$ cat config.mk
export PLATFORM = sky130hd
export DESIGN_NAME = hid_boot_keyboard_to_ascii_unit_flat
export DESIGN_NICKNAME = d
export VERILOG_FILES = /design/src/rtl/hbk_pkg.sv /design/src/rtl/hbk_if.sv /design/src/rtl/hbk_lane.sv /design/src/rtl/hbk_merge.sv /design/src/rtl/hid_boot_keyboard_to_ascii_unit.sv /design/src/flat_wrapper.sv
export SDC_FILE = /design/constraint.sdc
export NUM_CORES = 1
export LEC_CHECK = 0
export BUFFER_PORTS_ARGS = -buffer_cell sky130_fd_sc_hd__buf_2
export CORE_MARGIN = 3
export CORE_UTILIZATION = 55
export CTS_CLUSTER_SIZE = 10
export DETAILED_ROUTE_END_ITERATION = 6
export GPL_TIMING_DRIVEN = 0
export HOLD_SLACK_MARGIN = 0.08
export PLACE_DENSITY_LB_ADDON = 0.3
export SYNTH_ARGS = -nofsm -noshare
export SYNTH_HDL_FRONTEND = slang
export SYNTH_SLANG_ARGS = --single-unit
export TNS_END_PERCENT = 30
$ cat constraint.sdc
create_clock -name clk -period 7.3 [get_ports clk]
set_input_delay 0.73 -clock clk [delete_from_list [all_inputs] [get_ports clk]]
set_output_delay 0.73 -clock clk [all_outputs]
set_load 0.05 [all_outputs]
$ cat src/rtl/hbk_pkg.sv
// Shared types, constants and the usage-code to ASCII mapping of the
// boot keyboard translator. No dependencies.
package hbk_pkg;

	localparam int KEY_SLOTS  = 6;  // stored and compared key slots
	localparam int KEY_FIELDS = 6;  // key code fields in one report beat
	localparam logic [6:0] MIN_REPORT_LEN = 7'd8;
	localparam logic [7:0] SHIFT_MASK     = 8'h22;

	typedef logic [7:0] code_t;
	typedef logic [6:0] char_t;
	typedef code_t [KEY_SLOTS-1:0]  slot_codes_t;
	typedef code_t [KEY_FIELDS-1:0] field_codes_t;

	typedef struct packed {
		logic  hit;  // new key with an ASCII mapping
		char_t ch;
	} lane_res_t;

	typedef lane_res_t [KEY_SLOTS-1:0] lane_res_arr_t;

	localparam code_t CODE_LETTER_LO = 8'h04;
	localparam code_t CODE_LETTER_HI = 8'h1D;
	localparam code_t CODE_DIGIT_LO  = 8'h1E;
	localparam code_t CODE_DIGIT_HI  = 8'h27;
	localparam code_t CODE_ENTER     = 8'h28;
	localparam code_t CODE_BKSP      = 8'h2A;
	localparam code_t CODE_TAB       = 8'h2B;
	localparam code_t CODE_SPACE     = 8'h2C;
	localparam code_t CODE_PUNCT_LO  = 8'h2D;
	localparam code_t CODE_PUNCT_HI  = 8'h38;

	localparam char_t CH_LOWER_A = 7'h61;
	localparam char_t CH_UPPER_A = 7'h41;
	localparam char_t CH_LF      = 7'h0A;
	localparam char_t CH_BS      = 7'h08;
	localparam char_t CH_HT      = 7'h09;
	localparam char_t CH_SPACE   = 7'h20;
	localparam char_t CH_NONE    = 7'h00;

	// 1..9 0 and their shifted forms
	localparam char_t DIGIT_PLAIN [10] = '{
		7'h31, 7'h32, 7'h33, 7'h34, 7'h35, 7'h36, 7'h37, 7'h38, 7'h39, 7'h30
	};
	localparam char_t DIGIT_SHIFT [10] = '{
		7'h21, 7'h40, 7'h23, 7'h24, 7'h25, 7'h5E, 7'h26, 7'h2A, 7'h28, 7'h29
	};
	// - = [ ] \ (none) ; ' ` , . /   and shifted forms
	localparam char_t PUNCT_PLAIN [12] = '{
		7'h2D, 7'h3D, 7'h5B, 7'h5D, 7'h5C, 7'h00,
		7'h3B, 7'h27, 7'h60, 7'h2C, 7'h2E, 7'h2F
	};
	localparam char_t PUNCT_SHIFT [12] = '{
		7'h5F, 7'h2B, 7'h7B, 7'h7D, 7'h7C, 7'h00,
		7'h3A, 7'h22, 7'h7E, 7'h3C, 7'h3E, 7'h3F
	};

	// US layout; returns CH_NONE for unmapped codes
	function automatic char_t to_ascii(input code_t code, input logic shifted);
		char_t      res;
		logic [3:0] idx_d;
		logic [3:0] idx_p;
		code_t      off;
		idx_d = 4'(code - CODE_DIGIT_LO);
		idx_p = 4'(code - CODE_PUNCT_LO);
		off   = code - CODE_LETTER_LO;
		case (code) inside
			[CODE_LETTER_LO:CODE_LETTER_HI]:
				res = (shifted ? CH_UPPER_A : CH_LOWER_A) + off[6:0];
			[CODE_DIGIT_LO:CODE_DIGIT_HI]:
				res = shifted ? DIGIT_SHIFT[idx_d] : DIGIT_PLAIN[idx_d];
			CODE_ENTER: res = CH_LF;
			CODE_BKSP:  res = CH_BS;
			CODE_TAB:   res = CH_HT;
			CODE_SPACE: res = CH_SPACE;
			[CODE_PUNCT_LO:CODE_PUNCT_HI]:
				res = shifted ? PUNCT_SHIFT[idx_p] : PUNCT_PLAIN[idx_p];
			default:    res = CH_NONE;
		endcase
		return res;
	endfunction

endpackage

$ cat src/rtl/hbk_if.sv
// Valid/ready channel interfaces for report beats and character beats.
// No dependencies.
interface hbk_report_if;
	logic                valid;
	logic                ready;
	logic [7:0]          modifiers;
	logic [7:0]          key_code_0;
	logic [7:0]          key_code_1;
	logic [7:0]          key_code_2;
	logic [7:0]          key_code_3;
	logic [7:0]          key_code_4;
	logic [7:0]          key_code_5;
	logic [6:0]          report_length;

	modport source (
		output valid, modifiers, key_code_0, key_code_1, key_code_2,
		       key_code_3, key_code_4, key_code_5, report_length,
		input  ready
	);
	modport sink (
		input  valid, modifiers, key_code_0, key_code_1, key_code_2,
		       key_code_3, key_code_4, key_code_5, report_length,
		output ready
	);
endinterface

interface hbk_char_if;
	logic       valid;
	logic       ready;
	logic [6:0] ascii_char;
	logic       last_of_report;

	modport source (output valid, ascii_char, last_of_report, input ready);
	modport sink   (input valid, ascii_char, last_of_report, output ready);
endinterface

$ cat src/rtl/hbk_lane.sv
// One key slot: new-press detection against the previous report and mapping.
// Depends on hbk_pkg.
module hbk_lane (
	input  hbk_pkg::code_t       code,
	input  logic                 shifted,
	input  hbk_pkg::slot_codes_t prev_keys,
	output hbk_pkg::lane_res_t   res
);
	import hbk_pkg::*;

	logic  held;
	char_t ch;

	always_comb begin
		held = 1'b0;
		for (int j = 0; j < KEY_SLOTS; j++) begin
			if (prev_keys[j] == code)
				held = 1'b1;
		end
	end

	assign ch     = to_ascii(code, shifted);
	assign res.ch  = ch;
	assign res.hit = (code != '0) && !held && (ch != CH_NONE);

endmodule

$ cat src/rtl/hbk_merge.sv
// Collects the lane results of one report and serializes the hits in slot
// order, one character beat per cycle while the sink is ready. Depends on hbk_pkg and hbk_if.
module hbk_merge (
	input  logic                   clk,
	input  logic                   arst_n,
	input  logic                   load,     // accepted long report
	input  hbk_pkg::lane_res_arr_t lanes,
	output logic                   ready,
	hbk_char_if.source             out_ch
);
	import hbk_pkg::*;

	logic                 valid_s1;
	logic [KEY_SLOTS-1:0] mask_s1;
	char_t                ch_s1 [KEY_SLOTS];

	logic [KEY_SLOTS-1:0] mask_q;
	char_t                ch_q [KEY_SLOTS];

	logic [KEY_SLOTS-1:0] low_bit;
	logic [KEY_SLOTS-1:0] rest;
	logic                 drain_free;
	logic                 advance;
	logic                 out_fire;
	char_t                sel_ch;

	assign low_bit    = mask_q & (~mask_q + KEY_SLOTS'(1));
	assign rest       = mask_q & ~low_bit;
	assign out_fire   = out_ch.valid && out_ch.ready;
	assign drain_free = (mask_q == '0) || (out_fire && rest == '0);
	assign advance    = valid_s1 && drain_free;
	assign ready      = !valid_s1 || drain_free;

	always_comb begin
		sel_ch = '0;
		for (int i = 0; i < KEY_SLOTS; i++) begin
			if (low_bit[i])
				sel_ch = sel_ch | ch_q[i];
		end
	end

	assign out_ch.valid          = (mask_q != '0);
	assign out_ch.ascii_char     = sel_ch;
	assign out_ch.last_of_report = (rest == '0);

	always_ff @(posedge clk or negedge arst_n) begin
		if (!arst_n) begin
			valid_s1 <= 1'b0;
		end else if (load) begin
			valid_s1 <= 1'b1;
		end else if (advance) begin
			valid_s1 <= 1'b0;
		end
	end

	always_ff @(posedge clk) begin
		if (load) begin
			for (int i = 0; i < KEY_SLOTS; i++) begin
				mask_s1[i] <= lanes[i].hit;
				ch_s1[i]   <= lanes[i].ch;
			end
		end
	end

	always_ff @(posedge clk or negedge arst_n) begin
		if (!arst_n) begin
			mask_q <= '0;
		end else if (advance) begin
			mask_q <= mask_s1;
		end else if (out_fire) begin
			mask_q <= rest;
		end
	end

	always_ff @(posedge clk) begin
		if (advance)
			ch_q <= ch_s1;
	end

endmodule

$ cat src/rtl/hid_boot_keyboard_to_ascii_unit.sv
// Top level of the boot keyboard report to ASCII translator.
// Depends on hbk_pkg, hbk_if, hbk_lane and hbk_merge.
//
//   channel   dir  payload                                      beats
//   report    in   modifiers, key_code_0..5, report_length      one per report
//   key_char  out  ascii_char, last_of_report                   0..6 per report
//
// A report is taken whole: six lanes compare their slot against the
// stored previous keys and map it, and the hits are registered. The merge
// stage then sends one character per cycle while key_char is ready. The
// next report is accepted while characters of the previous one are still
// leaving. Reset clears the previous keys and drops all pending characters.
// Reports shorter than 8 bytes are accepted and discarded. A stall on
// key_char backs up into report after one buffered report.
module hid_boot_keyboard_to_ascii_unit (
	input  logic         clk,
	input  logic         arst_n,
	hbk_report_if.sink   report,
	hbk_char_if.source   key_char
);
	import hbk_pkg::*;

	slot_codes_t   prev_q;
	slot_codes_t   cur;
	field_codes_t  fields;
	lane_res_arr_t lane_res;
	logic          shifted;
	logic          long_rpt;
	logic          accept;
	logic          merge_ready;

	assign fields = {report.key_code_5, report.key_code_4, report.key_code_3,
	                 report.key_code_2, report.key_code_1, report.key_code_0};

	// slots beyond the report's key fields read as empty
	for (genvar i = 0; i < KEY_SLOTS; i++) begin : g_slot
		if (i < KEY_FIELDS) begin : g_fld
			assign cur[i] = fields[i];
		end else begin : g_zero
			assign cur[i] = '0;
		end
	end

	assign shifted      = (report.modifiers & SHIFT_MASK) != '0;
	assign long_rpt     = report.report_length >= MIN_REPORT_LEN;
	assign report.ready = merge_ready;
	assign accept       = report.valid && report.ready && long_rpt;

	for (genvar i = 0; i < KEY_SLOTS; i++) begin : g_lane
		hbk_lane u_lane (
			.code      (cur[i]),
			.shifted   (shifted),
			.prev_keys (prev_q),
			.res       (lane_res[i])
		);
	end

	// previous keys follow every long report, hits or not
	always_ff @(posedge clk or negedge arst_n) begin
		if (!arst_n) begin
			prev_q <= '0;
		end else if (accept) begin
			prev_q <= cur;
		end
	end

	hbk_merge u_merge (
		.clk    (clk),
		.arst_n (arst_n),
		.load   (accept),
		.lanes  (lane_res),
		.ready  (merge_ready),
		.out_ch (key_char)
	);

endmodule
$ cat src/flat_wrapper.sv
// flat-port wrapper written by rule: the top's interface ports become plain ports
module hid_boot_keyboard_to_ascii_unit_flat import hbk_pkg::*;
  (clk, arst_n, report_valid, report_modifiers, report_key_code_0, report_key_code_1, report_key_code_2, report_key_code_3, report_key_code_4, report_key_code_5, report_report_length, report_ready, key_char_valid, key_char_ascii_char, key_char_last_of_report, key_char_ready);
  hbk_report_if report_i ();
  hbk_char_if key_char_i ();
  input  logic clk;
  input  logic arst_n;
  input wire logic [$bits(report_i.valid)-1:0] report_valid;
  input wire logic [$bits(report_i.modifiers)-1:0] report_modifiers;
  input wire logic [$bits(report_i.key_code_0)-1:0] report_key_code_0;
  input wire logic [$bits(report_i.key_code_1)-1:0] report_key_code_1;
  input wire logic [$bits(report_i.key_code_2)-1:0] report_key_code_2;
  input wire logic [$bits(report_i.key_code_3)-1:0] report_key_code_3;
  input wire logic [$bits(report_i.key_code_4)-1:0] report_key_code_4;
  input wire logic [$bits(report_i.key_code_5)-1:0] report_key_code_5;
  input wire logic [$bits(report_i.report_length)-1:0] report_report_length;
  output wire logic [$bits(report_i.ready)-1:0] report_ready;
  output wire logic [$bits(key_char_i.valid)-1:0] key_char_valid;
  output wire logic [$bits(key_char_i.ascii_char)-1:0] key_char_ascii_char;
  output wire logic [$bits(key_char_i.last_of_report)-1:0] key_char_last_of_report;
  input wire logic [$bits(key_char_i.ready)-1:0] key_char_ready;
  assign report_i.valid = report_valid;
  assign report_i.modifiers = report_modifiers;
  assign report_i.key_code_0 = report_key_code_0;
  assign report_i.key_code_1 = report_key_code_1;
  assign report_i.key_code_2 = report_key_code_2;
  assign report_i.key_code_3 = report_key_code_3;
  assign report_i.key_code_4 = report_key_code_4;
  assign report_i.key_code_5 = report_key_code_5;
  assign report_i.report_length = report_report_length;
  assign report_ready = report_i.ready;
  assign key_char_valid = key_char_i.valid;
  assign key_char_ascii_char = key_char_i.ascii_char;
  assign key_char_last_of_report = key_char_i.last_of_report;
  assign key_char_i.ready = key_char_ready;
  hid_boot_keyboard_to_ascii_unit u_core (.clk(clk), .arst_n(arst_n), .report(report_i), .key_char(key_char_i));
endmodule
==> summary.md, run 1 <==
| Metric | Value |
|---|---|
| Result of the run | completed |
| Via count of the first global-routing pass | 13930 |
| Clock tree from TritonCTS | done |
| Type of destination of the critical path | register |
| Sw Share | 45.50% |
| Most common cell after layout, fill and taps aside | xnor2_1 |
| Achievable Freq | 169.3 MHz |
| Arrival time reported for the critical path endpoint | 6.08 ns |
| Setup ws final | 1.394 ns |
| Num rows | 61 |
| Final hold violations | 0 |
| Final Wtd Congestion | 0.9993 |
| Net Sw Power | 2.373 mW |
| M2 GR Usage | 52.95% |
| Starting Density | 56.14% |
| Combinational share of power | 55.4% |
| Post-synthesis register bit count | 145 |
| Core area | 27930 µm² |
| Vias per std cell | 6.384 |
| Clk slew on worst S/H paths | 0.07 ns |
| Clock latency reported for the late side of the worst-skew pair | 0.45 ns |
| Worst rel slew slack | 14.53% |
| Ys flop type | edfxtp_1 |
| Setup violations, final | 0 |
| Leading cell types in the layout, fill and taps excluded | 236 x xnor2_1, 122 x ha_1, 121 x nand2_1 |
| Max Root-Sink Buffers | 2 |
| Power density over cell area | 304.4 nW/µm² |
| Antenna-violating nets left | 0 |
| Netlist area before placement | 15680 µm² |
| Number of setup buffers added after CTS | 0 |
| Internal reg-to-reg setup slack | 3.61 ns |
| TritonCTS sink count | 145 |
| Max Clock Skew | 0.01782 ns |
| Sum of overflow across all layers after global routing | 0 |
| Share of the yosys chip area belonging to registers | 26.01% |
| First-pass iteration count of the detailed router | 6 |
| Largest net degree at the start of global routing | 58 |
| P&R area growth vs syn | 9.255% |
| Number of remaining DRC errors | 0 |
| Global route hottest layer | met2 |
| Maximum net fanout on the critical path | 15 |
| Setup WS pre-CTS | 1.040 ns |
| Startpoint of the worst-slack reg-to-reg timing path | u_core.u_merge.mask_q[2]$_DFFE_PN0P_ |
| Clock share of power | 17.3% |
| CTS root buf | clkbuf_16 |
| Routed wire length per instance | 23.26 µm |
| Syn_area_per_cell | 8.796 µm² |
| Total die area | 30580 µm² |
| Post-layout net count | 2053 |
| WL final | 52.47 mm |
| Portion of total power attributed to sequential cells | 27.3% |
| Maximum vdd drop | 0.0002747 V |
| Via total after detailed routing | 14400 |
| Internal power consumption | 2.843 mW |
| Netlist cell types | 99 |
| Fraction of final layout cells with drive strength greater than 1 | 12.20% |
| Number of DRC violations after detailed-routing iteration 0 | 1499 |
| Lkg Pwr | 6.515 nW |
| Synthesis warning total | 0 |
| Number of buffers added by the clock tree synthesis step | 17 |
| Share of flip-flops with an asynchronous set or reset after synthesis | 37.93% |
| Syn nets | 1972 |
| Number of fill cells in the layout | 2514 |
| H-tree depth | 4 |
| CP Launch Type | input pin |
| Die height | 174.9 µm |
| Met3 Track Usage GR | 4.933% |
| Post-CTS Hold Buffers | 0 |
| Final Max Slew Viols | 0 |
| Classification of the worst setup path | in -> reg |
| HPWL reported at the end of detailed placement | 38.49 mm |
| Number of I/O pins | 77 |
| Antenna violations before repair | 1 |
| Destination of the worst register-to-register timing path | u_core.prev_q[37]$_DFFE_PN0P_ |
| Number of gates resized after CTS | 0 |
| Worst-Margin Slew | 1.282 ns |
| Worst hold-check path type | in -> async |
| Maxcap violations | 0 |
| Number of enable flip-flop cells after synthesis | 90 |
| Data required, critical path | 7.47 ns |
| Die Span X | 174.9 µm |
| Final cycle utilization of the critical path | 80.91% |
| Combined global-route utilization of all metal layers | 33.84% |
| Global-route met1 utilization | 47.74% |
| Count of mapped cells out of synthesis | 1783 |
| Setup TNS Final | 0 ns |
| Depth of the worst register-to-register path | 9 |
| RSZ-0062 raised after global routing | no |
| Time the worst path needs with I/O delays and setup | 5.906 ns |
| First-pass GRT wire length | 80.94 mm |
| Count of buffers inserted at the top-level ports | 60 |
[state kept, by name, summed over array words and instances, names as in the netlist]
signal / flops
u_core.prev_q: 48
u_core.u_merge.ch_q: 42
u_core.u_merge.ch_s1: 42
u_core.u_merge.mask_q: 6
u_core.u_merge.mask_s1: 6
u_core.u_merge.valid_s1: 1
[per-stage QoR]
stage / std cells / utilization (%) / hold slack, ns / cell area (µm²) / power, mW
after CTS: 2254 / 61.25 / 0.4103 / 17110 / 5.163
final: 2256 / 61.34 / 0.3709 / 17130 / 5.216
after global placement: 2221 / 58.91 / 0.4023 / 16460 / 4.152
after floorplan: 1783 / - / 0.4003 / 15680 / 3.507
after detailed placement: 2222 / 58.99 / 0.4045 / 16480 / 4.253
after global routing: 2256 / 61.34 / 0.3985 / 17130 / 5.480
[cells in the mapped netlist (6+ instances only)]
master     instances  area, µm²
a22oi_1           17      127.6
a22o_1             7      61.31
o211ai_1          15      112.6
buf_2             38      190.2
a211oi_1          10      75.07
a21o_1            14      105.1
a31oi_1           15      93.84
mux2i_1           16      160.2
mux2_2            52      585.6
a221oi_1          12      105.1
o221ai_1          10      87.58
buf_1             52      195.2
maj3_1             6      60.06
nor2_1            76      285.3
and2_1            12      75.07
clkbuf_1          53      198.9
nand3_1           43      215.2
nor2b_1           18      112.6
a21boi_0           9      67.56
nand4_1           59      369.1
nand2_1          121      454.2
o31ai_1           11      82.58
nand2b_1          14      87.58
o21a_1             9      67.56
or3_1             17      106.4
a2111oi_0          6      52.55
and3_1            11      68.82
nor4_1            31      193.9
inv_1             66      247.7
xnor2_1          236       2067
nor3b_1            8      60.06
o22ai_1            8      50.05
dfrtp_1           55       1376
buf_6              6      67.56
a21oi_1           96      480.5
edfxtp_1          90       2703
o21ai_0           76      380.4
nor3_1            33      165.2
xor2_1           112      980.9
nand3b_1           8      60.06
ha_1             122       1526
[worst max-delay path, cell delays in order]
cell and delay [ns]:
buf_2 0.22, nor2_1 0.09, inv_2 0.14, clkbuf_1 0.79
clkbuf_1 0.85, buf_1 1.01, ha_1 0.41, inv_1 0.06
ha_1 0.25, a21oi_1 0.16, o21ai_0 0.11, xnor2_1 0.15
nand2_1 0.10, o221ai_1 0.19, or4_1 0.45, o41a_1 0.35
[power by group through the flow]
stage               Combinational [mW]  Clock (mW)  Sequential, mW
global route                      3.08       0.949            1.45
finish                            2.89       0.902            1.42
detailed placement                2.81           0            1.44
global placement                  2.72           0            1.43
CTS                               2.83       0.910            1.42
floorplan                         2.12           0            1.39
[cells by family after synthesis]
kind of cell	synth area share (%)
adders and majority gates	10.12
AOI/OAI and AO/OA	17.02
xor gates and xnor gates	19.59
muxes	4.755
and+or+nand+nor	16.31
buffers and inverters	6.207
DFF	26.01
[worst max path at each step]
stage,to,cells after the start,slack (ns),start
2_1_floorplan,u_core.u_merge.mask_s1[0]$_DFFE_PP_,15,3.39,report_modifiers[5]
5_1_grt,u_core.u_merge.mask_s1[1]$_DFFE_PP_,16,1.44,report_modifiers[5]
3_5_place_dp,u_core.u_merge.mask_s1[1]$_DFFE_PP_,16,1.04,report_modifiers[5]
6_report,u_core.u_merge.mask_s1[1]$_DFFE_PP_,16,1.39,report_modifiers[1]
4_1_cts,u_core.u_merge.mask_s1[1]$_DFFE_PP_,16,1.49,report_modifiers[5]
3_3_place_gp,u_core.u_merge.mask_s1[1]$_DFFE_PP_,16,1.16,report_modifiers[5]
[final cells by class]
type | count | area [µm²] | area share [%]
Clock buffer | 17 | 425.4 | 2.483
Multi-Input combinational cell | 1414 | 10630 | 62.04
Inverter | 69 | 259.0 | 1.512
Sequential cell | 145 | 4079 | 23.81
Timing Repair Buffer | 62 | 342.8 | 2.001
Tap cell | 378 | 473.0 | 2.760
Antenna cell | 1 | 2.502 | 0.01460
Buffer | 155 | 715.7 | 4.177
Clock inverter | 15 | 206.4 | 1.205
[per-layer routing]
layer | wire (µm) | up-vias
li1 | - | 6553
met1 | 22030 | 6875
met2 | 23450 | 827
met3 | 5046 | 148
met4 | 1944 | 0
met5 | 0 | -
Note: power is estimated with default switching activity, not from simulation.
==> run 2: changes to the inputs <==
--- a/config.mk
+++ b/config.mk
@@ -5,6 +5,7 @@
 export SDC_FILE = /design/constraint.sdc
 export NUM_CORES = 1
 export LEC_CHECK = 0
+export ABC_AREA = 1
 export BUFFER_PORTS_ARGS = -buffer_cell sky130_fd_sc_hd__buf_2
 export CORE_MARGIN = 3
 export CORE_UTILIZATION = 55
==> constraint.sdc (replaced) <==
create_clock -name clk -period 5.2 [get_ports clk]
set_input_delay 0.52 -clock clk [delete_from_list [all_inputs] [get_ports clk]]
set_output_delay 0.52 -clock clk [all_outputs]
set_load 0.05 [all_outputs]
==> summary.md, run 2 <==
| Metric | Value |
|---|---|
| Share of flip-flops with an asynchronous set or reset after synthesis | 37.93% (unchanged) |
| Worst rel slew slack | 2.491% (-12 points) |
| Routed wire length per instance | 21.48 µm (-7.6%) |
| Vias per std cell | 6.008 (-5.9%) |
| Num rows | 62 (+1.6%) |
| Total die area | 31690 µm² (+3.6%) |
| Final Wtd Congestion | 1.067 (+6.7%) |
| Number of gates resized after CTS | 0 (unchanged) |
| Worst hold-check path type | in -> async |
| Type of destination of the critical path | register |
| Max reg flops | 48 (unchanged) |
| Clk slew on worst S/H paths | 0.08 ns (about the same) |
| Sum of overflow across all layers after global routing | 0 (unchanged) |
| Core area | 28940 µm² (+3.6%) |
| First-pass iteration count of the detailed router | 7 (+1) |
| Starting Density | 56.24% (+0.10 points) |
| Post-synthesis register bit count | 145 (unchanged) |
| Critical path's largest stage delay | 1.12 ns (+0.11 ns) |
| Largest area contributor in the netlist | nand2_1 |
| Setup WS pre-CTS | 0.9348 ns (-0.1052 ns) |
| Arrival time reported for the critical path endpoint | 4.23 ns (-1.85 ns) |
| Most used standard cells in the synthesized netlist | 741 x nand2_1, 249 x inv_1, 192 x nor2_1, 182 x nand3_1, 122 x ha_1 |
| Setup ws final | 1.128 ns (-0.2655 ns) |
| Netlist area before placement | 16270 µm² (+3.8%) |
| RSZ-0062 raised after global routing | no |
| Startpoint of the worst-slack reg-to-reg timing path | u_core.prev_q[12]$_DFFE_PN0P_ |
| Dpl cell area | 17050 µm² (+3.4%) |
| Non-filler instance count after layout | 2909 (+29%) |
| Share of the yosys chip area belonging to registers | 25.06% (-0.95 points) |
| Maximum net fanout on the critical path | 15 (unchanged) |
| Clock latency reported for the late side of the worst-skew pair | 0.44 ns (about the same) |
| Number of I/O pins | 77 (unchanged) |
| First-pass GRT wire length | 93.72 mm (+16%) |
| Post-layout net count | 2701 (+32%) |
| Number of enable flip-flop cells after synthesis | 90 (unchanged) |
| Worst-Margin Slew | 1.463 ns (+0.1805 ns) |
| Largest net degree at the start of global routing | 56 (-3.4%) |
| Setup TNS Final | 0 ns (unchanged) |
| Register containing the most flip-flops in the final layout | u_core.prev_q |
| Fraction of final layout cells with drive strength greater than 1 | 8.911% (-3.3 points) |
| Destination of the worst register-to-register timing path | u_core.u_merge.mask_s1[0]$_DFFE_PP_ |
| Data required, critical path | 5.36 ns (-2.11 ns) |
| Via count of the first global-routing pass | 15920 (+14%) |
| Post-CTS Hold Buffers | 0 (unchanged) |
| WL final | 62.48 mm (+19%) |
| Die height | 178.0 µm (+1.8%) |
| Clock tree from TritonCTS | done |
| Final instance area | 17700 µm² (+3.3%) |
| Achievable Freq | 245.6 MHz |
| P&R area growth vs syn | 8.742% |
| Most area-consuming cells after synthesis | nand2_1 17%, edfxtp_1 17%, ha_1 9.4% |
| Number of DRC violations after detailed-routing iteration 0 | 2632 (+76%) |
| HPWL reported at the end of detailed placement | 45.22 mm (+17%) |
| Netlist cell types | 52 (-47%) |
| Final hold violations | 0 (unchanged) |
| Number of buffers added by the clock tree synthesis step | 17 (unchanged) |
| H-tree depth | 4 (unchanged) |
| Time the worst path needs with I/O delays and setup | 4.072 ns |
| Final Max Slew Viols | 0 (unchanged) |
| Cells after DPL | 2876 (+29%) |
| TritonCTS sink count | 145 (unchanged) |
| Syn nets | 2626 (+33%) |
| Ant diodes | 0 (-1) |
| Final cycle utilization of the critical path | 78.30% |
| Share of the synthesized area in the top cell type | 17.09% (-0.14 points) |
| Failing checks | DRC |
| Result of the run | finished, violations left |
| Depth of the worst register-to-register path | 9 (unchanged) |
| Most common cell after layout, fill and taps aside | nand2_1 |
| Leading cell types in the layout, fill and taps excluded | 741 x nand2_1, 248 x inv_1, 192 x nor2_1 |
| Combined global-route utilization of all metal layers | 38.98% (+5.1 points) |
| Lkg Pwr | 8.721 nW (+34%) |
| Die Span X | 178.0 µm (+1.8%) |
| Internal reg-to-reg setup slack | 2.67 ns (-0.94 ns) |
| Max Root-Sink Buffers | 2 (unchanged) |
| Slowest cell on the critical path | buf_1 |
| Cell with the most instances after synthesis | nand2_1 |
| Top Registers | u_core.prev_q (48), u_core.u_merge.ch_q (42), u_core.u_merge.ch_s1 (42) |
| Count of buffers inserted at the top-level ports | 54 (-10%) |
| Antenna violations before repair | 2 (+1) |
| Core utilization of the finished layout | 61.16% (-0.18 points) |
| CTS root buf | clkbuf_16 |
| Power density over cell area | 402.5 nW/µm² (+32%) |
| Via total after detailed routing | 17480 (+21%) |
| CP Launch Type | input pin |
| Syn_area_per_cell | 6.678 µm² (-24%) |
| Number of setup buffers added after CTS | 0 (unchanged) |
| Maxcap violations | 0 (unchanged) |
| Count of mapped cells out of synthesis | 2437 (+37%) |
| Max Clock Skew | 0.01393 ns (-0.003882 ns) |
| Classification of the worst setup path | in -> reg |
| Setup violations, final | 0 (unchanged) |
| Ys flop type | edfxtp_1 |
| Antenna-violating nets left | 0 (unchanged) |
| Ordered cell list for the critical path | buf_2 -> inv_1 -> nand2_1 -> buf_2 -> buf_1 -> ha_1 -> inv_1 -> ha_1 -> inv_1 -> nor2_1 -> nor2_1 -> xor2_1 -> nand2_1 -> nand2_1 -> nor2_1 -> a21oi_1 |
| Synthesis warning total | 0 (unchanged) |
| Number of remaining DRC errors | 3 (+3) |
| Maximum vdd drop | 0.0002878 V (+4.8%) |
-- run 2: how the worst max path moves through the flow --
stage	end	depth (start not counted)	slack, ns	startpoint
2_1_floorplan	u_core.u_merge.ch_s1[0]$_DFFE_PP_	13	2.02	u_core.u_merge.mask_q[1]$_DFFE_PN0P_
3_3_place_gp	u_core.u_merge.mask_s1[1]$_DFFE_PP_	16	0.96	report_modifiers[1]
3_5_place_dp	u_core.u_merge.mask_s1[1]$_DFFE_PP_	16	0.93	report_modifiers[1]
4_1_cts	u_core.u_merge.mask_s1[1]$_DFFE_PP_	16	1.37	report_modifiers[1]
5_1_grt	u_core.u_merge.mask_s1[1]$_DFFE_PP_	16	1.12	report_modifiers[1]
6_report	u_core.u_merge.mask_s1[1]$_DFFE_PP_	16	1.13	report_modifiers[1]
-- run 2: stage by stage --
| stage | power (mW) | hold WS (ns) |
|---|---|---|
| global route | 7.422 | 0.2339 |
| finish | 7.124 | 0.1846 |
| global placement | 5.499 | 0.4010 |
| floorplan | 4.393 | 0.2244 |
| detailed placement | 5.598 | 0.4045 |
| CTS | 6.940 | 0.3836 |
-- run 2: cells by family after synthesis --
logic type / count (synthesis) / synth area share, %
adders and majority gates: 122 / 9.380
and+or+nand+nor: 1300 / 34.38
buffers and inverters: 397 / 10.56
AOI/OAI and AO/OA: 273 / 9.841
xor gates and xnor gates: 199 / 10.71
muxes: 1 / 0.06919
DFF: 145 / 25.06
-- run 2: final cells by class --
class                   instances  area [µm²]
fillers                      2747       11240
multi-input cells            1895       10480
flip-flops and latches        145        4079
inverters                     269        1015
plain buffers                 128       703.2
well taps                     384       480.5
clock buffers                  17       425.4
repair buffers                 56       320.3
clock inverters                15       196.4
-- run 2: power by group --
| group | total [mW] | switching (mW) | internal (mW) |
|---|---|---|---|
| combinational | 4.00 | 2.85 | 1.15 |
| clock | 1.34 | 0.607 | 0.736 |
| sequential | 1.78 | 0.128 | 1.65 |
| total | 7.12 | 3.59 | 3.54 |
-- run 2: critical path: cells and delay by family --
kind	cells	cell delay (ns)
AOI/OAI and AO/OA	1	0.45
buffers and inverters	6	1.82
and+or+nand+nor	6	0.59
xor gates and xnor gates	1	0.18
adders and majority gates	2	0.66
-- run 2: routing by layer --
metal	track usage, %	share of wire [%]	vias up
met5	0	0.030	-
li1	-	-	8058
met2	57.79	42	1180
met1	53.50	40	8024
met3	9.153	13	210
met4	18.65	5.5	4
